===== config.mk =====
export PLATFORM = sky130hd
export DESIGN_NAME = cau_queue
export DESIGN_NICKNAME = d
export VERILOG_FILES = /design/src/rtl/complex_arithmetic_unit_core_defines.svh /design/src/rtl/cau_pkg.sv /design/src/rtl/cau_queue.sv
export SDC_FILE = /design/constraint.sdc
export NUM_CORES = 1
export LEC_CHECK = 0
export BUFFER_PORTS_ARGS = -buffer_cell sky130_fd_sc_hd__buf_2
export CORE_MARGIN = 2
export CORE_UTILIZATION = 45
export CTS_CLUSTER_SIZE = 28
export DETAILED_ROUTE_END_ITERATION = 16
export GPL_TIMING_DRIVEN = 0
export HOLD_SLACK_MARGIN = 0.08
export PLACE_DENSITY = 0.71
export SLEW_MARGIN = 20
export SYNTH_ARGS = -nofsm -noshare
export SYNTH_HDL_FRONTEND = slang
export SYNTH_SLANG_ARGS = --single-unit

===== constraint.sdc =====
create_clock -name clock -period 10.1 [get_ports clock]
set_input_delay 0.505 -clock clock [delete_from_list [all_inputs] [get_ports clock]]
set_output_delay 0.505 -clock clock [all_outputs]
set_load 0.03 [all_outputs]

===== src/rtl/complex_arithmetic_unit_core_defines.svh =====
// Assertion macros used by cau_back.
`ifndef COMPLEX_ARITHMETIC_UNIT_CORE_DEFINES_SVH
`define COMPLEX_ARITHMETIC_UNIT_CORE_DEFINES_SVH
`ifndef NO_ASSERTIONS
`define CAU_ASSERT_IMP(label, clk, rst, cond, prop) \
   label: assert property (@(posedge clk) disable iff (rst) (cond) |-> (prop)) \
      else $error("assertion failed");
`define CAU_ASSERT_NEXT(label, clk, rst, cond, prop) \
   label: assert property (@(posedge clk) disable iff (rst) (cond) |=> (prop)) \
      else $error("assertion failed");
`else
`define CAU_ASSERT_IMP(label, clk, rst, cond, prop)
`define CAU_ASSERT_NEXT(label, clk, rst, cond, prop)
`endif
`endif


===== src/rtl/cau_pkg.sv =====
`timescale 1ns / 1ps
package cau_pkg;

   localparam int DATA_W      = 32;
   localparam int FRAC_W      = 16;
   localparam int PROD_W      = 2 * DATA_W;
   localparam int SHIFT_W     = DATA_W - FRAC_W;
   localparam int DIV_STEPS   = DATA_W;
   localparam int QUEUE_DEPTH = 4;
   localparam int TOL_W       = 31;
   localparam logic [TOL_W-1:0] TOL_RESET = 31'd655;

   typedef enum logic [2:0] {
      OP_ADD   = 3'd0,
      OP_SUB   = 3'd1,
      OP_MUL   = 3'd2,
      OP_DIV   = 3'd3,
      OP_SDIV  = 3'd4,
      OP_CONJ  = 3'd5,
      OP_MOD   = 3'd6,
      OP_EQUAL = 3'd7
   } op_type;

   typedef enum logic [1:0] {
      ST_OK       = 2'd0,
      ST_DIV_ZERO = 2'd1,
      ST_SAT      = 2'd2
   } status_type;

   typedef logic signed [DATA_W-1:0] word_type;

   typedef struct packed {
      op_type              op;
      word_type            a_re;
      word_type            a_im;
      word_type            b_re;
      word_type            b_im;
      logic                div_zero;
      logic                br_neg;
      logic [DATA_W-1:0]   br_mag;
   } item_type;

   typedef struct packed {
      op_type op;
      logic   div_zero;
      logic   br_neg;
   } ctl_type;

   typedef struct packed {
      word_type re;
      word_type im;
      logic     sat;
      logic     eq;
   } pass_type;

   // one divider lane: partial remainder, numerator bits still to shift in, quotient
   typedef struct packed {
      logic              neg;
      logic              ovf;
      logic [PROD_W-1:0] rem;
      logic [DATA_W-1:0] nb;
      logic [DATA_W-1:0] quo;
   } lane_type;

   typedef struct packed {
      word_type value;
      logic     sat;
   } fin_type;

   function automatic fin_type saturate(input logic neg, input logic [PROD_W-1:0] mag);
      logic [PROD_W-1:0] lim;
      logic [PROD_W-1:0] m;
      fin_type f;
      lim = neg ? (PROD_W'(1) << (DATA_W - 1))
                : ((PROD_W'(1) << (DATA_W - 1)) - PROD_W'(1));
      f.sat = mag > lim;
      m = f.sat ? lim : mag;
      f.value = neg ? -m[DATA_W-1:0] : m[DATA_W-1:0];
      return f;
   endfunction

   // one restoring step, one quotient bit
   function automatic lane_type div_step(input lane_type l, input logic [PROD_W-1:0] den);
      logic [PROD_W:0] t;
      lane_type o;
      o = l;
      t = {l.rem, l.nb[DATA_W-1]};
      if (t >= {1'b0, den}) begin
         t = t - {1'b0, den};
         o.quo = {l.quo[DATA_W-2:0], 1'b1};
      end else begin
         o.quo = {l.quo[DATA_W-2:0], 1'b0};
      end
      o.rem = t[PROD_W-1:0];
      o.nb = {l.nb[DATA_W-2:0], 1'b0};
      return o;
   endfunction

endpackage


===== src/rtl/cau_queue.sv =====
`timescale 1ns / 1ps
module cau_queue import cau_pkg::*; (
   input  logic     clock,
   input  logic     reset,
   input  logic     push,
   input  item_type push_item,
   output logic     full,
   input  logic     pop,
   output logic     empty,
   output item_type pop_item
);

   localparam int PTR_W = $clog2(QUEUE_DEPTH);
   localparam int CNT_W = $clog2(QUEUE_DEPTH + 1);

   item_type   mem_ff [QUEUE_DEPTH];
   logic [PTR_W-1:0] wr_ptr_ff, wr_ptr_in, rd_ptr_ff, rd_ptr_in;
   logic [CNT_W-1:0] count_ff, count_in;
   logic do_push, do_pop;

   assign full     = count_ff == CNT_W'(QUEUE_DEPTH);
   assign empty    = count_ff == '0;
   assign do_push  = push && !full;
   assign do_pop   = pop && !empty;
   assign pop_item = mem_ff[rd_ptr_ff];

   always_comb begin
      wr_ptr_in = wr_ptr_ff;
      rd_ptr_in = rd_ptr_ff;
      count_in  = count_ff;
      if (do_push) begin
         wr_ptr_in = (wr_ptr_ff == PTR_W'(QUEUE_DEPTH - 1)) ? '0 : wr_ptr_ff + 1'b1;
      end
      if (do_pop) begin
         rd_ptr_in = (rd_ptr_ff == PTR_W'(QUEUE_DEPTH - 1)) ? '0 : rd_ptr_ff + 1'b1;
      end
      if (do_push && !do_pop) begin
         count_in = count_ff + 1'b1;
      end else if (do_pop && !do_push) begin
         count_in = count_ff - 1'b1;
      end
   end

   always_ff @(posedge clock) begin
      if (reset) begin
         wr_ptr_ff <= '0;
         rd_ptr_ff <= '0;
         count_ff  <= '0;
      end else begin
         wr_ptr_ff <= wr_ptr_in;
         rd_ptr_ff <= rd_ptr_in;
         count_ff  <= count_in;
      end
   end

   always_ff @(posedge clock) begin
      if (do_push) begin
         mem_ff[wr_ptr_ff] <= push_item;
      end
   end

endmodule


# Word level (Yosys, flattened, before mapping)
# Memory sizes are Yosys's and may differ from the RTL's. A register that Yosys moved wholly into a read port is not among the register bits.
# Index checks and enable logic that the tools add are counted.
# classes
add_sub_neg	4
mul	0
n_div	0
order_cmp	0
n_eq_ne	3
n_shift	0
muxes	8
bitwise	0
reduce_logical	10
# op_table
cell	count
$mux 2	4
$mux 3	2
$add 2x1->2 const B	2
$eq 2x2->1 const B	2
$logic_and 1x1->1	4
$logic_not 1->1	4
$add 3x1->3 const B	1
$eq 3x3->1 const B	1
$logic_not 3->1	1
$sub 3x1->3 const B	1
$mux 1	2
$reduce_bool 2->1	1
# totals
reg_bits	7
latch_bits	0
ramBits	660
rom_bits	0
out_inout_bits	167
memories	1
# memory_table
name	depth	word_bits	read_ports	rd_clocked_by_memory_dff	wr	line	source
mem_ff	4	165	1	1	1	cau_queue.sv:16	item_type mem_ff [QUEUE_DEPTH];

# Depth between registers and ports, before layout
# logic_depth
ltp_word	7
mapped_depth	10

# Least setup slack after synthesis
# OpenSTA, ideal clock, no wires.
# synth_timing
path_kind	register -> register
from	register count_ff[0]
to	memory mem_ff[0][0] in the netlist's numbering (enable)
setup_time_ns	0.546
arrival_time_ns	4.501
required_ns	9.554
path_slack_ns	5.053
stages_incl_launch_ff	4
n_path_buf	1
cell_sequence	dfxtp_1 > or3b_1 > buf_2 > and3_1
# synth_between
elab_chain_len	5
# synth_rtl
element	line	source
start: declaration	cau_queue.sv:18	logic [CNT_W-1:0] count_ff, count_in;
start signal: assignment	cau_queue.sv:52	count_ff <= count_in;
$eq 3x3->1	cau_queue.sv:21	assign full = count_ff == CNT_W'(QUEUE_DEPTH);
$logic_not 1->1	cau_queue.sv:23	assign do_push = push && !full;
$logic_and 1x1->1	cau_queue.sv:23	
$mux 1	cau_queue.sv:57	if (do_push) begin
$mux 1 (not written as such)	cau_queue.sv:58	mem_ff[wr_ptr_ff] <= push_item;
end: declaration	cau_queue.sv:16	
# Every way passes these cells.

==> metrics.txt <==
outcome finished, final reports clean; Routed WL per cell 22.2 µm; die area 56100 µm²; P&R area growth vs syn 21.4%; DR iter-0 viols slightly below 600; Die H 237 µm; area share of the leading cell type in the synthesized netlist 81.2%; #FFs+latches synth 669; Congestion Overflow GR 0; sequential-to-total area share from yosys stat 81.9%; highest clock rate 0.299 GHz; via-per-instance ratio ~5.2; Worst Clk Skew 17.3 ps; 1st-pass router iterations 4; via count 10900; Num CTS Buffers 68; biggest area consumer among synthesized cells edfxtp_1; Final HPWL DP between 20000 and 30000 µm; routability cong. roughly 0.7; max-slew violations 0; WL final about 46000 µm; hold_sp push_item[67]; H-tree depth 3; kind of critical path register to primary output; root buf cell clkbuf_16; VDD IR max 0.187 mV; Post-Syn Area between 20000 and 25000 µm²; unrepaired setup endpoints after global routing false; Setup Fix Bufs, Post-CTS 0; Longest Clk Path Bufs 3; PD cells 264 nW/µm²; Fill cells 3973; crit path max fanout 10; Distinct cells, synth 26; Starting Density between 40% and 50%; DRC violations left 0; # IOs 336; antenna-violating nets left 0; first-pass GRT wire length 70000 µm; clk slew on worst S/H paths 60 ps; fin crit period about 3300 ps; area taken by multi-input logic gates 4000 µm²; CP startpoint kind register; worst path required time 9600 ps; Setup violations, final 0; overall global routing resource usage 16.8%; Die X 237 µm; clk_lat worst skew about 590 ps; worst min path class input port to register; Mapped Nets ~1100; Final Power 7.83 mW; Slew @ Worst Pin around 1100 ps; Core ar. 53700 µm²; Sequential Area around 20000 µm²; r2r startpoint count_ff[0]; CTS tree yes; P_leak 9.94 nW; vias in the first global route 11800; Worst Path Arrival 2840 ps; final net count about 1500; Yosys warnings 0; Mapped Avg Cell Area about 27 µm²; initial antenna violation count 14; synthesized instance count just over 900; Hold Vio Cnt, Final 0; ranking of synthesized cells by area edfxtp_1 81%, mux4_2 15%, buf_12 0.90%; Setup TNS 0 ps; IO Port Bufs 334; largest net degree at the start of global routing 43; share of cells above drive strength 1 46.7%; Clock Sinks 669; CP Capture Type primary output; normalized max-slew margin approximately 30%; # rows 85; Max-cap violations 0; final period utilization 33.1%
[per-layer routing]
layer / up-vias / part of all wire (%) / track usage [%] / routed length, µm
met3: 87 / 8.6 / 5.42 / 4000
met5: - / 0.20 / 0 / 93
met4: 14 / 2.2 / 6.25 / 1040
met2: 344 / 50 / 27.0 / 23000
met1: 5636 / 39 / 21.4 / 18300
li1: 4840 / - / - / -
[final timing paths]
kind / cells past startpoint / to / slack [ps]
worst min-delay path: 1 / mem_ff[0][67] / 130
worst max register to register: 7 / count_ff[2] / 7720
worst max-delay path: 4 / pop_item[8] / 6750
worst min register to register: 2 / register / 490
[placed cells by master, fill, tap and decap left out, types with 8 or more instances in the layout]
cell type and count:
clkbuf_16 71, mux4_2 165, buf_2 350, diode_2 8, clkinv_2 10, dlygate4sd3_1 8, dfxtp_1 9, clkbuf_1 17
edfxtp_1 660, buf_12 14, buf_16 13, clkinv_1 13
[power by group]
group          internal, mW  switching, mW  leakage (nW)
clock network          1.42          0.985          1.04
registers              3.35         0.0577          6.12
logic                 0.777           1.24          2.78
[synthesized netlist by cell type]
library cell	number
o21ai_0	2
or3_1	2
fa_1	1
mux4_2	165
nand2_1	1
buf_2	16
clkbuf_1	4
buf_4	1
inv_1	4
buf_6	1
buf_12	11
or3b_1	1
o31ai_2	1
a21oi_1	3
dfxtp_1	9
nor3_1	2
nor2_1	4
and3_1	4
mux2i_1	2
edfxtp_1	660
ha_1	6
nand3_1	2
o31ai_1	1
buf_8	6
xor2_1	2
inv_2	1
[logic make-up (layout without fill, tap and decap cells)]
logic type               count (synthesis)  after routing  synth area share (%)
AND/OR/NAND/NOR                         16             16                 0.348
buffers and inverters                   44            521                  1.81
multiplexers                           167            167                  15.3
adder cells (fa/ha/maj)                  7              7                 0.389
AO/OA/AOI/OAI                            7              7                 0.184
XOR/XNOR                                 2              2                0.0717
flip-flops                             669            669                  81.9
other                                    0              8                     0
[flip-flops by register name, summed over array words and instances (netlist names), named ones only]
signal     cells
mem_ff       660
count_ff       3
rd_ptr_ff      2
wr_ptr_ff      2
[critical path: stages (launching register included)]
cell and delay, ps:
dfxtp_1 350, clkbuf_1 790, buf_2 520, mux4_2 370, buf_2 230
[cell type report]
class	count	area share, %
antenna	8	0.0675
buffer	39	1.43
clock buffer	85	6.21
clock inverter	34	1.01
inverter	5	0.0633
multi-input combinational	199	13.5
sequential	669	67.5
tap	696	2.94
timing repair buffer	358	7.32
[metrics by stage]
stage          instance area (µm²)  hold slack (ps)  worst slack, ps  instances  utilization [%]
2_1_floorplan                24400              463             5050        912                -
3_3_place_gp                 27000              487             1710       1942             50.2
3_5_place_dp                 27400              487             7250       1958             51.0
4_1_cts                      29600             81.4             6600       2085             55.1
5_1_grt                      29600             97.8             6590       2089             55.2
6_report                     29600              127             6750       2093             55.2
[repair_timing]
item	in CTS	in global routing
hold buffers	8	0
gates resized for setup	0	0
endpoints found under the hold margin	29	0
Power figures use the tool's default switching activity.
