[config.mk]
export PLATFORM = sky130hd
export DESIGN_NAME = cau_front
export DESIGN_NICKNAME = d
export VERILOG_FILES = /design/src/rtl/complex_arithmetic_unit_core_defines.svh /design/src/rtl/cau_pkg.sv /design/src/rtl/cau_front.sv
export SDC_FILE = /design/constraint.sdc
export NUM_CORES = 1
export LEC_CHECK = 0
export ABC_AREA = 1
export BUFFER_PORTS_ARGS = -buffer_cell sky130_fd_sc_hd__clkbuf_2
export CAP_MARGIN = 20
export CORE_AREA = 2 2 116 118
export CTS_CLUSTER_DIAMETER = 80
export DETAILED_ROUTE_END_ITERATION = 7
export DIE_AREA = 0 0 118 120
export PLACE_DENSITY = 0.85
export SLEW_MARGIN = 20
export SYNTH_ARGS = -nofsm -noshare
export SYNTH_HDL_FRONTEND = slang
export SYNTH_SLANG_ARGS = --single-unit
export TNS_END_PERCENT = 10
[constraint.sdc]
create_clock -name clock -period 14.9 [get_ports clock]
set_input_delay 0.745 -clock clock [delete_from_list [all_inputs] [get_ports clock]]
set_output_delay 0.745 -clock clock [all_outputs]
set_load 0.02 [all_outputs]
[src/rtl/complex_arithmetic_unit_core_defines.svh]
// Assertion macros used by cau_back.
`ifndef COMPLEX_ARITHMETIC_UNIT_CORE_DEFINES_SVH
`define COMPLEX_ARITHMETIC_UNIT_CORE_DEFINES_SVH
`ifndef NO_ASSERTIONS
`define CAU_ASSERT_IMP(label, clk, rst, cond, prop) \
   label: assert property (@(posedge clk) disable iff (rst) (cond) |-> (prop)) \
      else $error("assertion failed");
`define CAU_ASSERT_NEXT(label, clk, rst, cond, prop) \
   label: assert property (@(posedge clk) disable iff (rst) (cond) |=> (prop)) \
      else $error("assertion failed");
`else
`define CAU_ASSERT_IMP(label, clk, rst, cond, prop)
`define CAU_ASSERT_NEXT(label, clk, rst, cond, prop)
`endif
`endif

[src/rtl/cau_pkg.sv]
`timescale 1ns / 1ps
package cau_pkg;

   localparam int DATA_W      = 32;
   localparam int FRAC_W      = 16;
   localparam int PROD_W      = 2 * DATA_W;
   localparam int SHIFT_W     = DATA_W - FRAC_W;
   localparam int DIV_STEPS   = DATA_W;
   localparam int QUEUE_DEPTH = 4;
   localparam int TOL_W       = 31;
   localparam logic [TOL_W-1:0] TOL_RESET = 31'd655;

   typedef enum logic [2:0] {
      OP_ADD   = 3'd0,
      OP_SUB   = 3'd1,
      OP_MUL   = 3'd2,
      OP_DIV   = 3'd3,
      OP_SDIV  = 3'd4,
      OP_CONJ  = 3'd5,
      OP_MOD   = 3'd6,
      OP_EQUAL = 3'd7
   } op_type;

   typedef enum logic [1:0] {
      ST_OK       = 2'd0,
      ST_DIV_ZERO = 2'd1,
      ST_SAT      = 2'd2
   } status_type;

   typedef logic signed [DATA_W-1:0] word_type;

   typedef struct packed {
      op_type              op;
      word_type            a_re;
      word_type            a_im;
      word_type            b_re;
      word_type            b_im;
      logic                div_zero;
      logic                br_neg;
      logic [DATA_W-1:0]   br_mag;
   } item_type;

   typedef struct packed {
      op_type op;
      logic   div_zero;
      logic   br_neg;
   } ctl_type;

   typedef struct packed {
      word_type re;
      word_type im;
      logic     sat;
      logic     eq;
   } pass_type;

   // one divider lane: partial remainder, numerator bits still to shift in, quotient
   typedef struct packed {
      logic              neg;
      logic              ovf;
      logic [PROD_W-1:0] rem;
      logic [DATA_W-1:0] nb;
      logic [DATA_W-1:0] quo;
   } lane_type;

   typedef struct packed {
      word_type value;
      logic     sat;
   } fin_type;

   function automatic fin_type saturate(input logic neg, input logic [PROD_W-1:0] mag);
      logic [PROD_W-1:0] lim;
      logic [PROD_W-1:0] m;
      fin_type f;
      lim = neg ? (PROD_W'(1) << (DATA_W - 1))
                : ((PROD_W'(1) << (DATA_W - 1)) - PROD_W'(1));
      f.sat = mag > lim;
      m = f.sat ? lim : mag;
      f.value = neg ? -m[DATA_W-1:0] : m[DATA_W-1:0];
      return f;
   endfunction

   // one restoring step, one quotient bit
   function automatic lane_type div_step(input lane_type l, input logic [PROD_W-1:0] den);
      logic [PROD_W:0] t;
      lane_type o;
      o = l;
      t = {l.rem, l.nb[DATA_W-1]};
      if (t >= {1'b0, den}) begin
         t = t - {1'b0, den};
         o.quo = {l.quo[DATA_W-2:0], 1'b1};
      end else begin
         o.quo = {l.quo[DATA_W-2:0], 1'b0};
      end
      o.rem = t[PROD_W-1:0];
      o.nb = {l.nb[DATA_W-2:0], 1'b0};
      return o;
   endfunction

endpackage

[src/rtl/cau_front.sv]
`timescale 1ns / 1ps
module cau_front import cau_pkg::*; (
   input  logic                     clock,
   input  logic                     reset,
   input  logic                     in_push,
   output logic                     in_full,
   input  logic [2:0]               in_operation,
   input  logic signed [DATA_W-1:0] in_a_re,
   input  logic signed [DATA_W-1:0] in_a_im,
   input  logic signed [DATA_W-1:0] in_b_re,
   input  logic signed [DATA_W-1:0] in_b_im,
   output logic                     q_push,
   output item_type                 q_item,
   input  logic                     q_full
);

   logic     valid_ff, valid_in;
   item_type item_ff, item_in;
   logic     accept;
   logic     br_zero, bi_zero;

   assign q_push  = valid_ff && !q_full;
   assign in_full = valid_ff && q_full;
   assign accept  = in_push && !in_full;
   assign q_item  = item_ff;

   always_comb begin
      br_zero = in_b_re == '0;
      bi_zero = in_b_im == '0;
      item_in.op     = op_type'(in_operation);
      item_in.a_re   = in_a_re;
      item_in.a_im   = in_a_im;
      item_in.b_re   = in_b_re;
      item_in.b_im   = in_b_im;
      item_in.br_neg = in_b_re[DATA_W-1];
      item_in.br_mag = in_b_re[DATA_W-1] ? -in_b_re : in_b_re;
      case (item_in.op)
         OP_DIV:  item_in.div_zero = br_zero && bi_zero;
         OP_SDIV: item_in.div_zero = br_zero;
         default: item_in.div_zero = 1'b0;
      endcase
      if (accept) begin
         valid_in = 1'b1;
      end else if (q_push) begin
         valid_in = 1'b0;
      end else begin
         valid_in = valid_ff;
      end
   end

   always_ff @(posedge clock) begin
      if (reset) begin
         valid_ff <= 1'b0;
      end else begin
         valid_ff <= valid_in;
      end
   end

   always_ff @(posedge clock) begin
      if (accept) begin
         item_ff <= item_in;
      end
   end

endmodule

==> After elaboration in Yosys (flattened, before gate mapping) <==
Cells that the tools add are included.
{ "totals": {"regBits": 166} }
{ "op_classes": {"muxes": 4, "n_addsub": 1, "reduce_logical": 9, "n_eq_ne": 2} }
{ "op_table": {"columns": ["operator", "count"], "rows": [
  ["$logic_not 32->1", 2],
  ["$neg 32->32", 1],
  ["$mux 31", 1],
  ["$logic_and 1x1->1", 4],
  ["$eq 3x2->1 const B", 1],
  ["$eq 3x3->1 const B", 1],
  ["$logic_not 1->1", 2],
  ["$mux 1", 2],
  ["$pmux 1 s2", 1],
  ["$reduce_bool 2->1", 1]
]} }

==> Longest topological paths before layout <==
{ "logic_depth": {"word_depth": 4, "depth_mapped": 9, "ltp_nobuf": 9} }

==> Worst setup path after synthesis <==
Ideal clock, no wire load.
{ "synth_timing": {"kind": "input to register", "from": "input q_full", "to": "register item_ff (netlist bit q_item[100]) (enable)", "path_buffers": 0, "arrival_time_ns": 7.709, "path_stages": 3, "setup_ns": 0.688, "slack_ns": 6.502, "path_cell_list": "nand2_1 inv_1 nor2_1"} }
{ "synth_via": {"elab_chain_cells": 3} }
{ "synth_rtl": {"columns": ["element", "line", "source"], "rows": [
  ["start, declared", "cau_front.sv:14", "input logic q_full"],
  ["$logic_and 1x1->1", "cau_front.sv:23", "assign in_full = valid_ff && q_full;"],
  ["via in_full", "cau_front.sv:6", "output logic in_full,"],
  ["$logic_not 1->1", "cau_front.sv:24", "assign accept = in_push && !in_full;"],
  ["$logic_and 1x1->1", "cau_front.sv:24", null],
  ["via accept", "cau_front.sv:19", "logic accept;"],
  ["end signal, assigned", "cau_front.sv:61", "item_ff <= item_in;"],
  ["end, declared", "cau_front.sv:18", "item_type item_ff, item_in;"]
]} }
The timed path passes the listed nets, and every way through them passes these cells.
A chain may end at the register's enable or synchronous reset.

==> Final worst setup path <==
{ "layout_timing": {"from": "input q_full", "to": "register item_ff (netlist bit q_item[69]) (enable)"} }
{ "layout_via": {"elab_chain_cells": 3} }
{ "layout_rtl": {"columns": ["element", "line"], "rows": [
  ["$logic_and 1x1->1", "cau_front.sv:23"],
  ["$logic_not 1->1", "cau_front.sv:24"],
  ["$logic_and 1x1->1", "cau_front.sv:24"],
  ["via accept", "cau_front.sv:19"]
]} }
The timed path passes the listed nets, and every way through them passes these cells.

==> key figures <==
STA
  – Skew final: 0.00402 ns
  – Final min period: 2.80 ns
  – TNS Setup: 0 ns
  – Fmax: 357 MHz
  – RSZ-0062 raised after global routing: no
  – Max-slew violations: 0
  – Worst Tran Pin Value: 1.03 ns
  – # setup viols final: 0
  – Final Worst Setup Slack: 12.10 ns
  – Max-slew headroom: 0.311
  – Hold_ws: 0.472 ns
  – Hold Fails Final Rpt: 0
  – Final period utilization: 0.188

Worst setup path
  – Req. time, crit path: 14.93 ns
  – Setup crit end kind: flip-flop
  – Reg2reg start: valid_ff
  – Critical path arrival: 2.83 ns
  – Worst Reg2Reg Path Length in Cells: 5
  – Setup CP Type: in2reg
  – Worst R2R Setup Slack: 12.22 ns
  – CP startpoint kind: primary input
  – Worst Path Max Fanout: 85
  – Worst flop-to-flop path endpoint: q_item[69]

Global routing
  – Largest net degree at the start of global routing: 86
  – First-pass GRT wire length: 24.3 mm
  – Vias in the first global route: 4401
  – GRT Overall Usage: 0.233
  – Grt ovf: 0
  – Initial antenna violation count: 0

Clocking
  – CTS Sinks: 164
  – Num CTS Buffers: 17
  – H-tree depth: 4
  – # Post-CTS Setup Buffers: 0
  – Clock transition at the registers of the reported paths: 0.06 ns
  – Hold-fix buffer count after cts: 0
  – Clock buffer depth: 2
  – CTS root buf: clkbuf_16
  – Clk_lat worst skew: 0.41 ns
  – CTS tree: built
  – Post-cts repair resize count: 0

Power and ir drop
  – Leak: 3.80 nW
  – PwrDens: 133 nW/um2
  – Maximum vdd drop: 0.0607 mV
  – Total power: 1.13 mW

Place
  – IO buf count: 301
  – Pre-CTS setup slack: 11.71 ns
  – Dpl cells: 908
  – RD Place Congestion: 0.876
  – DP HPWL: 12.6 mm
  – Placement Cell Area: 7910 um2

Final layout
  – Syn-to-layout area delta: 37.7%
  – Share of cells above drive strength 1: 0.471
  – Antenna Cells: 0
  – Post-Layout Cell Count: 938
  – Leading cell types in the layout, fill and taps excluded: clkbuf_2 (301), edfxtp_1 (163), nand2_1 (95)
  – Fill cells: 992
  – Final instance area: 8520 um2
  – Commonest non-fill, non-tap cell in the layout: clkbuf_2
  – Post-layout util: 0.657
  – Final nets: 887

Logic synthesis
  – Synth top area share: 0.791
  – Yosys cell types: 27
  – YS warnings: 0
  – FF+latch count, synth: 164
  – Syn nets: 570
  – Main area contributors after synthesis: edfxtp_1 (79%), nand2_1 (5.8%), nor2_1 (3.4%)
  – Avg Cell Area, Syn: 14.3 um2
  – Leading area contributor after synthesis: edfxtp_1
  – Cell Area, Synth: 6190 um2
  – Gate Count Post-Synth: 434
  – Register area share after synthesis: 0.794

Drt
  – Total wire length: 16.2 mm
  – Via count: 4466
  – DR pass1 iterations: 4
  – 1st-iter DRT viols: 343
  – Post-DRT Antenna Nets: 0
  – Drt drc: 0
  – Vias per Instance: 4.76
  – Wire length per cell: 17.3 um

Floorplan
  – Die Area: 14200 um2
  – Starting Density: 0.477
  – Die width: 118 um
  – I/O pin count: 302
  – Die Y: 120 um
  – Core area: 13000 um2
  – # rows: 42

Worst hold path
  – Hold WC Path Type: reg2reg
  – Hold path cells: 2
  – Hold worst-path end: valid_ff
  – Min-delay src: valid_ff

Outcome
  – Run status: finished clean

Job
  – Max-cap violations: 0
[cell families after synthesis]
logic type	Yosys count	share of synthesized area
xor+xnor	14	0.0210
flops	164	0.794
buf+inv	42	0.0277
fa+ha+maj	1	0.00202
simple gates	202	0.144
compound gates	11	0.0115
[cell type report]
class                      count  area, um2  share of cell area
timing repair buffer         303       1520               0.179
clock buffer                  18        429              0.0504
tap                          176        220              0.0258
sequential                   164       4910               0.577
clock inverter                12        186              0.0219
inverter                      37        139              0.0163
multi-input combinational    228       1110               0.131
[per-layer routing]
metal | vias up | wire length, um | global-route usage
li1 | 2132 | - | -
met1 | 2089 | 5840 | 0.255
met2 | 207 | 8600 | 0.416
met3 | 38 | 1220 | 0.0684
met4 | 0 | 556 | 0.115
met5 | - | 0 | 0
[worst max-delay path, cell delays in order]
cell	delay [ns]
clkbuf_2	0.09
nand2_1	0.07
inv_1	0.08
nor2_4	0.07
buf_4	0.75
buf_4	0.93
[worst max path at each step]
stage | end | start
after detailed placement | q_item[158] | q_full
final | q_item[69] | q_full
after floorplan | q_item[100] | q_full
after CTS | q_item[134] | q_full
after global routing | q_item[144] | q_full
after global placement | q_item[144] | q_full
[flip-flops by register name, indices dropped and copies added (netlist names)]
name,flops
q_item,163
valid_ff,1
[power by group]
part | leakage, nW | switching [mW] | internal (mW)
registers | 1.59 | 0.00780 | 0.543
clock network | 0.305 | 0.161 | 0.293
logic | 1.91 | 0.0859 | 0.0387
total | 3.80 | 0.255 | 0.875
[Yosys cell counts (all sizes together)]
| cell type | n |
|---|---|
| nor3b | 1 |
| nand2 | 101 |
| nor2 | 67 |
| nand3b | 1 |
| o21ai | 8 |
| nand3 | 29 |
| o211ai | 2 |
| xor2 | 10 |
| ha | 1 |
| a21oi | 1 |
| nor3 | 1 |
| nand4 | 2 |
| dfxtp | 1 |
| xnor2 | 4 |
| buf | 5 |
| edfxtp | 163 |
| inv | 37 |
Note: power is estimated with default switching activity, not from simulation.
